===== config.mk =====
export PLATFORM = sky130hd
export DESIGN_NAME = pelco_d_register_frame_encoder_top
export DESIGN_NICKNAME = d
export VERILOG_FILES = /design/src/pdfe_pkg.sv /design/src/pelco_d_register_frame_encoder_top.sv /design/src/pdfe_useq.sv
export SDC_FILE = /design/constraint.sdc
export NUM_CORES = 2
export LEC_CHECK = 0
export ABC_AREA = 1
export BUFFER_PORTS_ARGS = -buffer_cell sky130_fd_sc_hd__buf_2
export CAP_MARGIN = 10
export CORE_UTILIZATION = 25
export CTS_CLUSTER_DIAMETER = 150
export DETAILED_ROUTE_END_ITERATION = 8
export SYNTH_ARGS = -nofsm -noshare
export SYNTH_HDL_FRONTEND = slang
export SYNTH_SLANG_ARGS = --single-unit

===== constraint.sdc =====
create_clock -name clk_i -period 6.75 [get_ports clk_i]
set_input_delay 1.35 -clock clk_i [delete_from_list [all_inputs] [get_ports clk_i]]
set_output_delay 1.35 -clock clk_i [all_outputs]
set_load 0.05 [all_outputs]

===== src/pdfe_pkg.sv =====
// ----------------------------------------------------------------------------
// pdfe_pkg: shared types and constants for the Pelco-D register frame encoder
// Transaction structs, microcode word layout, register map and frame codes.
// ----------------------------------------------------------------------------
package pdfe_pkg;

  localparam int unsigned REG_COUNT_DEF = 128;
  // wide enough to hold any register index and REG_COUNT itself (max 256)
  localparam int unsigned ADDR_XW       = 9;
  localparam int unsigned STEP_W        = 5;
  localparam int unsigned UADDR_W       = 5;

  // register map
  localparam logic [6:0] RG_CMD       = 7'h00;
  localparam logic [6:0] RG_RAW_LAST  = 7'h14;
  localparam logic [4:0] RG_ADDR      = 5'h02;
  localparam logic [4:0] RG_SPEED     = 5'h03;
  localparam logic [4:0] RG_ARG       = 5'h04;
  localparam logic [4:0] RG_RAW_FIRST = 5'h0E;

  // frame bytes
  localparam logic [7:0] FR_SYNC      = 8'hFF;
  localparam logic [7:0] FR_ZERO      = 8'h00;
  localparam logic [7:0] CB_STOP      = 8'h00;
  localparam logic [7:0] CB_RIGHT     = 8'h02;
  localparam logic [7:0] CB_LEFT      = 8'h04;
  localparam logic [7:0] CB_UP        = 8'h08;
  localparam logic [7:0] CB_DOWN      = 8'h10;
  localparam logic [7:0] CB_SET_PRE   = 8'h03;
  localparam logic [7:0] CB_CLR_PRE   = 8'h05;
  localparam logic [7:0] CB_GOTO_PRE  = 8'h07;
  localparam logic [7:0] CB_RESET     = 8'h0F;
  localparam logic [7:0] CB_PAN_QRY   = 8'h51;
  localparam logic [7:0] CB_TILT_QRY  = 8'h53;
  localparam logic [7:0] CB_SET_ZERO  = 8'h49;
  localparam logic [7:0] ARG_FLIP     = 8'd21;
  localparam logic [7:0] ARG_ZERO_PAN = 8'd22;

  // written command codes
  localparam logic [7:0] OP_RIGHT     = 8'd1;
  localparam logic [7:0] OP_LEFT      = 8'd2;
  localparam logic [7:0] OP_UP        = 8'd3;
  localparam logic [7:0] OP_DOWN      = 8'd4;
  localparam logic [7:0] OP_SET_PRE   = 8'd5;
  localparam logic [7:0] OP_CLR_PRE   = 8'd6;
  localparam logic [7:0] OP_GOTO_PRE  = 8'd7;
  localparam logic [7:0] OP_FLIP      = 8'd8;
  localparam logic [7:0] OP_ZERO_PAN  = 8'd9;
  localparam logic [7:0] OP_RESET     = 8'd10;
  localparam logic [7:0] OP_PAN_QRY   = 8'd11;
  localparam logic [7:0] OP_TILT_QRY  = 8'd12;
  localparam logic [7:0] OP_SET_ZERO  = 8'd13;

  // microcode entry points
  localparam logic [STEP_W-1:0] ST_RAW = 5'd12;
  localparam logic [STEP_W-1:0] ST_RD  = 5'd20;
  localparam logic [STEP_W-1:0] ST_END = 5'd21;

  typedef struct packed {
    logic       command;
    logic [6:0] reg_addr;
    logic [7:0] write_data;
  } pdfe_in_t;

  typedef struct packed {
    logic       kind;
    logic [7:0] data;
    logic       last;
  } pdfe_out_t;

  typedef enum logic [2:0] {
    SRC_SYNC = 3'd0,
    SRC_ZERO = 3'd1,
    SRC_MEM  = 3'd2,
    SRC_CMD  = 3'd3,
    SRC_D4   = 3'd4,
    SRC_D5   = 3'd5,
    SRC_SUM  = 3'd6
  } src_e;

  typedef enum logic [1:0] {
    J_NONE    = 2'd0,
    J_READ    = 2'd1,
    J_RAW     = 2'd2,
    J_NOT_CMD = 2'd3
  } jcond_e;

  typedef enum logic {
    RD_ITEM  = 1'b0,
    RD_CONST = 1'b1
  } rdsel_e;

  typedef struct packed {
    logic                emit;
    logic                kind;
    logic                last;
    src_e                src;
    logic                add;
    logic                ld_arg;
    logic                ld_spd;
    logic                rd_en;
    rdsel_e              rd_sel;
    logic [UADDR_W-1:0]  rd_addr;
    logic                wr;
    jcond_e              cond;
    logic [STEP_W-1:0]   target;
    logic                done;
  } ucw_t;

  typedef struct packed {
    logic is_read;
    logic is_cmd;
    logic is_raw;
  } pdfe_flags_t;

  typedef struct packed {
    logic [7:0] cmd;
    logic [7:0] d4;
    logic [7:0] d5;
  } pdfe_cmd_t;

  // power-on contents of registers 0..12, rest zero
  function automatic logic [7:0] pdfe_reset_val(input logic [7:0] idx);
    logic [7:0] v;
    case (idx)
      8'd0:    v = 8'h04;
      8'd1:    v = 8'h11;
      8'd2:    v = 8'h01;
      8'd3:    v = 8'hFF;
      8'd8:    v = 8'h04;
      8'd9:    v = 8'h04;
      8'd10:   v = 8'h01;
      8'd11:   v = 8'h02;
      8'd12:   v = 8'h06;
      default: v = 8'h00;
    endcase
    return v;
  endfunction

  // command code -> command byte and the two data bytes
  function automatic pdfe_cmd_t pdfe_decode(input logic [7:0] code,
                                           input logic [7:0] spd,
                                           input logic [7:0] arg);
    pdfe_cmd_t r;
    r = '{cmd: CB_STOP, d4: FR_ZERO, d5: FR_ZERO};
    case (code)
      OP_RIGHT:    r = '{cmd: CB_RIGHT,    d4: spd,     d5: spd};
      OP_LEFT:     r = '{cmd: CB_LEFT,     d4: spd,     d5: spd};
      OP_UP:       r = '{cmd: CB_UP,       d4: spd,     d5: spd};
      OP_DOWN:     r = '{cmd: CB_DOWN,     d4: spd,     d5: spd};
      OP_SET_PRE:  r = '{cmd: CB_SET_PRE,  d4: FR_ZERO, d5: arg};
      OP_CLR_PRE:  r = '{cmd: CB_CLR_PRE,  d4: FR_ZERO, d5: arg};
      OP_GOTO_PRE: r = '{cmd: CB_GOTO_PRE, d4: FR_ZERO, d5: arg};
      OP_FLIP:     r = '{cmd: CB_GOTO_PRE, d4: FR_ZERO, d5: ARG_FLIP};
      OP_ZERO_PAN: r = '{cmd: CB_GOTO_PRE, d4: FR_ZERO, d5: ARG_ZERO_PAN};
      OP_RESET:    r = '{cmd: CB_RESET,    d4: FR_ZERO, d5: FR_ZERO};
      OP_PAN_QRY:  r = '{cmd: CB_PAN_QRY,  d4: FR_ZERO, d5: FR_ZERO};
      OP_TILT_QRY: r = '{cmd: CB_TILT_QRY, d4: FR_ZERO, d5: FR_ZERO};
      OP_SET_ZERO: r = '{cmd: CB_SET_ZERO, d4: FR_ZERO, d5: FR_ZERO};
      default:     r = '{cmd: CB_STOP,     d4: spd,     d5: spd};
    endcase
    return r;
  endfunction

endpackage


===== src/pelco_d_register_frame_encoder_top.sv =====
// ----------------------------------------------------------------------------
// pelco_d_register_frame_encoder_top: Pelco-D register frame encoder
// Byte register file with read/write access; command writes emit frames.
// ----------------------------------------------------------------------------
// One input transaction is a register read or write. A read returns one
// result (kind 0, last 1); a read beyond REG_COUNT returns 0. A write stores
// the byte; a write to register 0 also emits a 7-byte Pelco-D frame
// (sync, address from reg 2, 0x00, command byte, two data bytes, checksum of
// bytes 1..5), a write to register 0x14 emits registers 0x0E..0x14 as they
// stand, and any other write emits nothing. One transaction is handled at a
// time. After the accept cycle a microcode sequencer runs: 2 steps for a
// read, 4 for a plain write, 12 for a command frame and 10 for a raw frame,
// and an emit step holds while the full output register waits on out_ready_i.
// The single read port of the register memory sets these counts: each
// register byte is fetched in its own step and its read data is registered.
// The final result sits in an output register, so the next transaction is
// accepted while it waits. The register file is a memory with per-entry
// valid bits; an entry never written reads as its power-on value.
// ----------------------------------------------------------------------------
module pelco_d_register_frame_encoder_top import pdfe_pkg::*; #(
  parameter int unsigned REG_COUNT = REG_COUNT_DEF
) (
  input  logic      clk_i,
  input  logic      rst_ni,
  input  logic      in_valid_i,
  output logic      in_ready_o,
  input  pdfe_in_t  in_data_i,
  output logic      out_valid_o,
  input  logic      out_ready_i,
  output pdfe_out_t out_data_o
);

  localparam int unsigned AW = $clog2(REG_COUNT);

  // --- accepted transaction ------------------------------------------------
  pdfe_in_t    item_q;
  logic        item_oor;
  pdfe_flags_t flags;
  logic        in_fire;

  logic  busy, go;
  ucw_t  cw;
  logic  out_blocked;

  assign in_ready_o = !busy;
  assign in_fire    = in_valid_i && in_ready_o;

  always_ff @(posedge clk_i) begin
    if (in_fire) begin
      item_q <= in_data_i;
    end
  end

  // index beyond the bank: write ignored, read gives 0
  assign item_oor      = {2'b00, item_q.reg_addr} >= ADDR_XW'(REG_COUNT);
  assign flags.is_read = !item_q.command;
  assign flags.is_cmd  = item_q.reg_addr == RG_CMD;
  assign flags.is_raw  = item_q.reg_addr == RG_RAW_LAST;

  pdfe_useq u_seq (
    .clk_i         (clk_i),
    .rst_ni        (rst_ni),
    .start_i       (in_fire),
    .flags_i       (flags),
    .out_blocked_i (out_blocked),
    .busy_o        (busy),
    .go_o          (go),
    .cw_o          (cw)
  );

  // --- register file -------------------------------------------------------
  logic [7:0]         mem_q [REG_COUNT];
  logic [REG_COUNT-1:0] vld_q;
  logic [ADDR_XW-1:0] wr_addr9, rd_addr9;
  logic [AW-1:0]      wr_idx, rd_idx;
  logic               wr_en, rd_en;
  logic [7:0]         rd_data_q, rd_dflt_q;
  logic               rd_vld_q, rd_oor_q;
  logic [7:0]         rd_val;

  assign wr_addr9 = {2'b00, item_q.reg_addr};
  assign wr_idx   = wr_addr9[AW-1:0];
  assign rd_addr9 = (cw.rd_sel == RD_ITEM) ? wr_addr9
                                            : {{(ADDR_XW-UADDR_W){1'b0}}, cw.rd_addr};
  assign rd_idx   = rd_addr9[AW-1:0];
  assign wr_en    = go && cw.wr && !item_oor;
  assign rd_en    = go && cw.rd_en;

  always_ff @(posedge clk_i) begin
    if (wr_en) begin
      mem_q[wr_idx] <= item_q.write_data;
    end
  end

  always_ff @(posedge clk_i or negedge rst_ni) begin
    if (!rst_ni) begin
      vld_q <= '0;
    end else if (wr_en) begin
      vld_q[wr_idx] <= 1'b1;
    end
  end

  always_ff @(posedge clk_i) begin
    if (rd_en) begin
      rd_data_q <= mem_q[rd_idx];
      rd_vld_q  <= vld_q[rd_idx];
      rd_dflt_q <= pdfe_reset_val(rd_addr9[7:0]);
      rd_oor_q  <= (cw.rd_sel == RD_ITEM) && item_oor;
    end
  end

  assign rd_val = rd_oor_q ? 8'h00 : (rd_vld_q ? rd_data_q : rd_dflt_q);

  // --- frame datapath ------------------------------------------------------
  logic [7:0] arg_q, spd_q, sum_q;
  pdfe_cmd_t  dec;
  logic [7:0] byte_out;

  assign dec = pdfe_decode(item_q.write_data, spd_q, arg_q);

  always_comb begin
    case (cw.src)
      SRC_SYNC: byte_out = FR_SYNC;
      SRC_ZERO: byte_out = FR_ZERO;
      SRC_MEM:  byte_out = rd_val;
      SRC_CMD:  byte_out = dec.cmd;
      SRC_D4:   byte_out = dec.d4;
      SRC_D5:   byte_out = dec.d5;
      SRC_SUM:  byte_out = sum_q;
      default:  byte_out = FR_ZERO;
    endcase
  end

  always_ff @(posedge clk_i) begin
    if (go && cw.ld_arg) begin
      arg_q <= rd_val;
    end
    if (go && cw.ld_spd) begin
      spd_q <= rd_val;
    end
    // checksum wraps modulo 256
    if (in_fire) begin
      sum_q <= 8'h00;
    end else if (go && cw.add) begin
      sum_q <= sum_q + byte_out;
    end
  end

  // --- output register -----------------------------------------------------
  logic      out_valid_q, out_valid_d;
  pdfe_out_t out_q;
  logic      emit_go;

  assign out_blocked = out_valid_q && !out_ready_i;
  assign emit_go     = go && cw.emit;

  always_comb begin
    out_valid_d = out_valid_q;
    if (emit_go) begin
      out_valid_d = 1'b1;
    end else if (out_ready_i) begin
      out_valid_d = 1'b0;
    end
  end

  always_ff @(posedge clk_i or negedge rst_ni) begin
    if (!rst_ni) begin
      out_valid_q <= 1'b0;
    end else begin
      out_valid_q <= out_valid_d;
    end
  end

  always_ff @(posedge clk_i) begin
    if (emit_go) begin
      out_q <= '{kind: cw.kind, data: byte_out, last: cw.last};
    end
  end

  assign out_valid_o = out_valid_q;
  assign out_data_o  = out_q;

`ifndef NO_ASSERTIONS
  // an emit never overwrites an undelivered transaction
  a_no_overwrite: assert property (@(posedge clk_i) disable iff (!rst_ni)
    emit_go |-> !out_valid_q || out_ready_i)
    else $error("result overwritten before delivery");
  // a read result is always the last of its access
  a_read_last: assert property (@(posedge clk_i) disable iff (!rst_ni)
    out_valid_o && !out_data_o.kind |-> out_data_o.last)
    else $error("read result without last");
  // out-of-range writes never reach the register file
  a_wr_range: assert property (@(posedge clk_i) disable iff (!rst_ni)
    wr_en |-> !item_oor && item_q.command)
    else $error("illegal register file write");
  // an accepted transaction starts the sequencer
  a_accept_busy: assert property (@(posedge clk_i) disable iff (!rst_ni)
    in_fire |=> busy && !in_ready_o)
    else $error("accepted transaction did not start the sequencer");
`endif

endmodule


===== src/pdfe_useq.sv =====
// ----------------------------------------------------------------------------
// pdfe_useq: microcode sequencer
// Step counter, control-store ROM and conditional jumps; stalls emit steps
// while the output register is full and out_ready_i is low.
// ----------------------------------------------------------------------------
module pdfe_useq import pdfe_pkg::*; (
  input  logic        clk_i,
  input  logic        rst_ni,
  input  logic        start_i,
  input  pdfe_flags_t flags_i,
  input  logic        out_blocked_i,
  output logic        busy_o,
  output logic        go_o,
  output ucw_t        cw_o
);

  function automatic ucw_t ucode(input logic [STEP_W-1:0] step);
    ucw_t w;
    w = '0;
    w.kind = 1'b1;
    case (step)
      5'd0: begin
        w.cond = J_READ; w.target = ST_RD; w.rd_en = 1'b1; w.rd_sel = RD_ITEM;
      end
      5'd1: begin
        w.wr = 1'b1; w.cond = J_RAW; w.target = ST_RAW;
      end
      5'd2: begin
        w.cond = J_NOT_CMD; w.target = ST_END;
        w.rd_en = 1'b1; w.rd_sel = RD_CONST; w.rd_addr = RG_ARG;
      end
      5'd3: begin
        w.ld_arg = 1'b1; w.rd_en = 1'b1; w.rd_sel = RD_CONST; w.rd_addr = RG_SPEED;
      end
      5'd4: begin
        w.ld_spd = 1'b1; w.rd_en = 1'b1; w.rd_sel = RD_CONST; w.rd_addr = RG_ADDR;
      end
      5'd5:  begin w.emit = 1'b1; w.src = SRC_SYNC; end
      5'd6:  begin w.emit = 1'b1; w.src = SRC_MEM;  w.add = 1'b1; end
      5'd7:  begin w.emit = 1'b1; w.src = SRC_ZERO; end
      5'd8:  begin w.emit = 1'b1; w.src = SRC_CMD;  w.add = 1'b1; end
      5'd9:  begin w.emit = 1'b1; w.src = SRC_D4;   w.add = 1'b1; end
      5'd10: begin w.emit = 1'b1; w.src = SRC_D5;   w.add = 1'b1; end
      5'd11: begin w.emit = 1'b1; w.src = SRC_SUM;  w.last = 1'b1; w.done = 1'b1; end
      5'd12: begin
        w.rd_en = 1'b1; w.rd_sel = RD_CONST; w.rd_addr = RG_RAW_FIRST;
      end
      5'd13, 5'd14, 5'd15, 5'd16, 5'd17, 5'd18: begin
        // emit previous raw byte while fetching the next one
        w.emit = 1'b1; w.src = SRC_MEM;
        w.rd_en = 1'b1; w.rd_sel = RD_CONST;
        w.rd_addr = RG_RAW_FIRST + (step - ST_RAW);
      end
      5'd19: begin w.emit = 1'b1; w.src = SRC_MEM; w.last = 1'b1; w.done = 1'b1; end
      5'd20: begin
        w.emit = 1'b1; w.kind = 1'b0; w.src = SRC_MEM; w.last = 1'b1; w.done = 1'b1;
      end
      default: begin w.done = 1'b1; end
    endcase
    return w;
  endfunction

  logic              busy_q, busy_d;
  logic [STEP_W-1:0] step_q, step_d;
  logic              jump;

  assign cw_o   = ucode(step_q);
  assign busy_o = busy_q;
  assign go_o   = busy_q && !(cw_o.emit && out_blocked_i);

  always_comb begin
    case (cw_o.cond)
      J_READ:    jump = flags_i.is_read;
      J_RAW:     jump = flags_i.is_raw;
      J_NOT_CMD: jump = !flags_i.is_cmd;
      default:   jump = 1'b0;
    endcase
  end

  always_comb begin
    busy_d = busy_q;
    step_d = step_q;
    if (!busy_q) begin
      if (start_i) begin
        busy_d = 1'b1;
        step_d = '0;
      end
    end else if (go_o) begin
      if (cw_o.done) begin
        busy_d = 1'b0;
      end else if (jump) begin
        step_d = cw_o.target;
      end else begin
        step_d = step_q + 1'b1;
      end
    end
  end

  always_ff @(posedge clk_i or negedge rst_ni) begin
    if (!rst_ni) begin
      busy_q <= 1'b0;
      step_q <= '0;
    end else begin
      busy_q <= busy_d;
      step_q <= step_d;
    end
  end

`ifndef NO_ASSERTIONS
  // the sequencer only leaves idle through a start
  a_start_only: assert property (@(posedge clk_i) disable iff (!rst_ni)
    !busy_q && !start_i |=> !busy_q)
    else $error("sequencer went busy without a start");
  // a stalled emit step holds its place
  a_stall_hold: assert property (@(posedge clk_i) disable iff (!rst_ni)
    busy_q && !go_o |=> busy_q && step_q == $past(step_q))
    else $error("sequencer moved during a stall");
  // the final step of every program is an emit or the end step
  a_done_emit: assert property (@(posedge clk_i) disable iff (!rst_ni)
    go_o && cw_o.done |-> cw_o.emit || step_q == ST_END)
    else $error("program ended on a silent step");
`endif

endmodule

Word-level counts from Yosys, hierarchy flattened:

Memory sizes are Yosys's and may differ from the RTL's. A register that Yosys moved wholly into a read port is not among the register bits.
Index checks and enable logic that the tools add are counted.

* add/sub/neg operators: 4
* $mul: 0
* divide/modulo/power cells: 0
* $lt $le $gt $ge: 3
* eq/ne operators: 44
* shift-type cells: 0
* mux-type cells: 33
* bitwise operators: 1
* reduce and logical (&&, ||, !) cells: 31

Operators by type and width (count)
* $pmux 23 s13: 1
* $or 128x128->128: 1
* $eq 8x4->1 const B: 6
* $pmux 8 s6: 1
* $eq 5x4->1 const B: 8
* $eq 8x3->1 const B: 4
* $eq 5x5->1 const B: 5
* $mux 5: 5
* $pmux 5 s5: 1
* $pmux 7 s3: 1
* $eq 5x3->1 const B: 4
* $pmux 3 s6: 1
* $reduce_or 18->1: 1
* $mux 1: 17
* $eq 8x2->1 const B: 2
* $lt 7x8->1 const B: 2
* $reduce_or 15->1: 1
* $logic_and 1x1->1: 11
* $eq 5x2->1 const B: 2
* $reduce_or 10->1: 1
* $eq 3x3->1 const B: 3
* $reduce_or 9->1: 1
* $add 8x8->8: 1
* $eq 8x1->1 const B: 1
* 26 further kinds: 35

* flip-flop bits (word level): 186
* bits in latches: 0
* RAM bits: 1024
* memory bits (read-only): 128
* bits of input ports: 20
* output and inout port bits: 12
* logic and storage cells: 132
* memories: 2

Memories
* mem_q: words 128, bits a word 8, read ports 1, clocked after memory_dff 1, write ports 1, line pelco_d_register_frame_encoder_top.sv:72 `logic [7:0] mem_q [REG_COUNT];`
* (name not given): words 16, bits a word 8, read ports 1, clocked after memory_dff 1, write ports 0, line pdfe_pkg.sv:125 `case (idx)`

Longest topological paths before layout:

* depth in word-level cells: 9
* gate-level depth with buffers: 28
* mapped depth without buffers: 28

By module:

From an unflattened synthesis, not the netlist that was laid out.

* cells, all modules: 4481
* area total of the unflattened synthesis: 51380.5 sq um

Modules (own cells, without submodules)
* pelco_d_register_frame_encoder_top: instances 1, cells an instance 4324, area each 50365.8 sq um, seq. area each 35819.4 sq um
* pdfe_useq: instances 1, cells an instance 157, area each 1014.7 sq um, seq. area each 150.1 sq um

Worst setup path before layout:

Ideal clock, no wire load.

* path kind: register -> register
* start point: register item_q[2] in the netlist's numbering
* end point: register sum_q[7]
* arrival: 4.637 ns
* data required time: 6.631 ns
* setup slack: 1.994 ns
* stages on the path, launching flop included: 27
* buffers on the path: 0
* clock period less this slack: 4.756 ns
* cells stage by stage: edfxtp_1 > inv_1 > nor2_1 > inv_1 > nor2_1 > inv_1 > o21ai_0 > nor2_1 > nand3b_1 > inv_1 > o21ai_0 > nand3_1 > o211ai_1 > nand4_1 > ha_1 > a21oi_1 > nand2_1 > a21oi_1 > o21bai_1 > nand2_1 > nand2_1 > a21oi_1 > inv_1 > nand2_1 > nand3_1 > o21ai_0 > a21oi_1

* word-level cells in the longest chain between the ends: 4

RTL lines
* from (decl): line pelco_d_register_frame_encoder_top.sv:36 `pdfe_in_t item_q;`
* from (signal assigned): line pelco_d_register_frame_encoder_top.sv:50 `item_q <= in_data_i;`
* $eq 8x4->1 (tied with other cells): line pdfe_pkg.sv:146 `case (code)`
* $pmux 23 s13 *: line pdfe_pkg.sv:146
* $pmux 8 s6 *: line pelco_d_register_frame_encoder_top.sv:122 `case (cw.src)`
* via byte_out[2]: line pelco_d_register_frame_encoder_top.sv:117 `logic [7:0] byte_out;`
* $add 8x8->8 *: line pelco_d_register_frame_encoder_top.sv:145 `sum_q <= sum_q + byte_out;`
* to (signal assigned): line pelco_d_register_frame_encoder_top.sv:145
* to (decl): line pelco_d_register_frame_encoder_top.sv:115 `logic [7:0] arg_q, spd_q, sum_q;`

Mark *: on every way through the listed nets, which the timed path passes. The rest lies on a longest branch.
A chain may end at the register's enable or synchronous reset.

Worst setup path in the final report:

* start point: register u_seq.step_q[0]
* end point: register rd_data_q[0], read port of mem_q (data pin)

* word-level cells in the longest chain between the ends: 7

RTL lines
* from (decl): line pdfe_useq.sv:64 `logic [STEP_W-1:0] step_q, step_d;`
* from (signal assigned): line pdfe_useq.sv:105 `step_q <= step_d;`
* parallel branches: the longest is 7 deep, another holds $sub 5x4->5
* to (decl): line pelco_d_register_frame_encoder_top.sv:77 `logic [7:0] rd_data_q, rd_dflt_q;`

Parallel ways; which one is timed is not known.

==> flow_summary.toml <==
[hold_path]
whs_endpoint = "vld_q[95]$_DFFE_PN0P_"
holdPathStages = 2
hold_path.class = "reg2reg"
min_from = "vld_q[95]$_DFFE_PN0P_"

[synth]
synth-edff-count = 1080
synth-seq-cells = 1223
synth.area.top_cells = "edfxtp_1 59%, nand3_1 9.0%, nand2_1 8.0%, dfrtp_1 6.2%, nand3b_1 4.7%"
ys_warn_count = 0
syn_area_per_cell_um2 = 10.4
ys_seq_area_share_pct = 65.8
synth_top_area_cell = "edfxtp_1"
synth-main-ff-cell = "edfxtp_1"
synth-async-reset-ratio_pct = 11.0
yosysTopAreaCellShare_pct = 59.3
yosysUniqueCellTypes = 48
synth_common_cells = "1159 x nand2_1, 1080 x edfxtp_1, 987 x nand3_1, 625 x inv_1, 341 x nand3b_1"
yosysMostFrequentCell = "nand2_1"
syn_area_mm2 = 0.0547
syn_nets = 5287
synth_cells = 5250

[placement]
place_inst = 7870
place_hpwl_um = 87000
place_congestion = 0.876
dp_slack_ps = 1790
placed_area_mm2 = 0.0576
io_buffers = 31

[worst_setup_path]
r2r_end = "rd_data_q[0]$_DFFE_PP_"
required_ps = 7270
cpMostUsedCell = "nand2_1"
r2r_slack_ps = 1710
start_kind = "register"
ff2ff_path_depth = 19
crit_fanout = 124
crit_type = "reg2reg"
rr_startpoint = "u_seq.step_q[0]$_DFFE_PN0P_"
arrival_ps = 5560
critPathMaxStageDelay_ps = 740
crit_family = "simple AND/OR/NAND/NOR gates"
endpoint_kind = "register"
critPathLaunch = "u_seq.step_q[0]$_DFFE_PN0P_"
crit_slowest_cell = "nand2_8"
crit_buf_inv = 2
path_cells = "inv_1, ha_1, nand2_1, nor2_1, nor2_2, nand2_1, nor2_4, nand2_8, nand2_8, buf_12, nand2_1, nand3_1, nand3_1, nand3_1, nand3_1, nand3_1, nand2_1, nand2_1, nand2_1"

[cells_and_area]
drive_above_1_share_pct = 6.92
layoutNonFillerInstCount = 8126
final_nets = 5193
final_util_pct = 28.6
area_delta_synth_final_pct = 13.5
nFillCells = 22200
antenna_cells = 0
fin_area_mm2 = 0.0620

[pwr]
totalPowerFinal_mw = 29.3
powerDensity_mw_per_mm2 = 472
ir_drop_uv = 461
leakage_nw = 24.1

[die]
core_area_mm2 = 0.217
fp.dieArea_mm2 = 0.221
row_count = 171
die_h_um = 470
start_util_pct = 25.2
boundaryPins = 32
fp.dieW_um = 470

[clocking]
insertion_delay_ps = 770
htreeDepth = 4
clockRootBuffer = "clkbuf_16"
clockBufferDepth = 3
post-cts-setup-buffers = 0
cts_tree = "built"
cts_buffers = 137
cts_sinks = 1223
cts_resized = 0
clkTransAtPathRegs_ps = 60
postCtsHoldBufs = 0

[sta]
finalHoldViolCount = 0
setup_viol = 0
finClkSkew_ps = 31.7
rsz0062_at_grt = "false"
fin_crit_sh_pct = 74.7
slew_violations = 0
fin_ws_ps = 1710
finalCriticalPeriod_ps = 5040
relSlewSlack_pct = 15.9
finalSetupTns_ps = 0
holdWs_ps = 455
max_clock_freq_mhz = 198
tightest_slew_ps = 1260

[routing]
drc_errors = 0
drtIter0Drc = 4415
drt-met1-wl_um = 66700
postRouteAntennaNets = 0
routed-via-count = 38500
wl_per_cell_um = 19.3
routed-wl-met2_um = 71300
firstDrtPassIters = 8
highest_layer = "met4"
wl_met3_um = 13900
via_per_inst = 4.74
wirelength_um = 157000

[global_route]
track_usage_pct = 13.9
overflow = 0
grt_pass1_vias = 37000
antenna_found_initial = 0
grt_max_degree = 172
grt_pass1_wl_um = 237000

[status]
status = "completed"

[flow_run]
maxCapViolCount = 0
worst max-delay path by stage:
stage,endpoint,slack [ps],cells after the start
after floorplan,sum_q[7]$_SDFFE_PP0P_,1990,26
after global placement,rd_data_q[0]$_DFFE_PP_,1830,19
after detailed placement,rd_data_q[0]$_DFFE_PP_,1790,19
after CTS,rd_data_q[0]$_DFFE_PP_,1780,19
after global routing,rd_data_q[6]$_DFFE_PP_,1410,19
final,rd_data_q[0]$_DFFE_PP_,1710,19
worst reg2reg max path: cells and delay by family (launching register included):
family | cells | cell delay, ps
DFF | 1 | 480
adders and majority gates | 1 | 270
and+or+nand+nor | 16 | 3390
buffers and inverters | 2 | 670
state kept, by name (all words and copies together), names as in the netlist:
| name | cells |
|---|---|
| sum_q | 8 |
| out_data_o | 10 |
| arg_q | 8 |
| out_valid_o | 1 |
| wr_idx | 7 |
| u_seq.step_q | 5 |
| rd_data_q | 8 |
| u_seq.busy_o | 1 |
| rd_vld_q | 1 |
| rd_dflt_q | 5 |
| spd_q | 8 |
| item_q | 9 |
| vld_q | 128 |
| mem_q | 1024 |
routing by layer:
layer,vias up,track usage [%]
met5,-,0
met1,18800,18.8
met2,1816,21.8
met3,299,2.81
li1,17500,-
met4,0,4.95
cells in the final DEF (no fill, tap or decap), types with 3 or more instances in the layout:
cell / instances
buf_12: 12
nor2_1: 241
nand2_1: 1159
inv_1: 624
nand4_1: 11
dfrtp_1: 135
xnor2_1: 4
inv_2: 6
nand3_2: 6
clkbuf_8: 15
or2_1: 7
ha_1: 16
dfxtp_1: 8
o21ai_0: 143
buf_4: 51
or2_2: 33
nand3b_1: 341
clkinv_2: 27
edfxtp_1: 1080
a31oi_1: 7
clkbuf_1: 34
clkbuf_16: 140
inv_6: 4
o22ai_1: 6
a21oi_1: 46
clkinv_1: 20
clkinv_8: 5
buf_2: 30
xor2_1: 3
clkinvlp_4: 3
bufinv_16: 4
nor3_1: 13
nand3_1: 981
nor2_2: 3
o211ai_1: 12
nand2_2: 4
logic make-up after synthesis:
group | after synthesis | synth area share [%]
adders and majority gates | 17 | 0.403
xor gates and xnor gates | 7 | 0.112
and+or+nand+nor | 2811 | 24.3
DFF | 1223 | 65.8
AOI/OAI and AO/OA | 230 | 2.28
buffers and inverters | 962 | 7.07
area by class of cell:
type                            count  area, µm²  area share [%]
Clock buffer                      189       3840            6.19
Sequential cell                  1223      36000            58.0
Multi-Input combinational cell   3065      14900            24.1
Clock inverter                     66        559           0.902
Timing Repair Buffer               95        790            1.27
Tap cell                         2854       3570            5.76
Inverter                          634       2380            3.84
power by group:
group	switching [mW]	internal, mW	leakage, nW
clock	3.10	4.16	2.16
sequential	0.132	8.73	11.1
combinational	9.83	3.32	10.8
total	13.1	16.2	24.1
No activity file was read; power rests on OpenSTA's default activity.
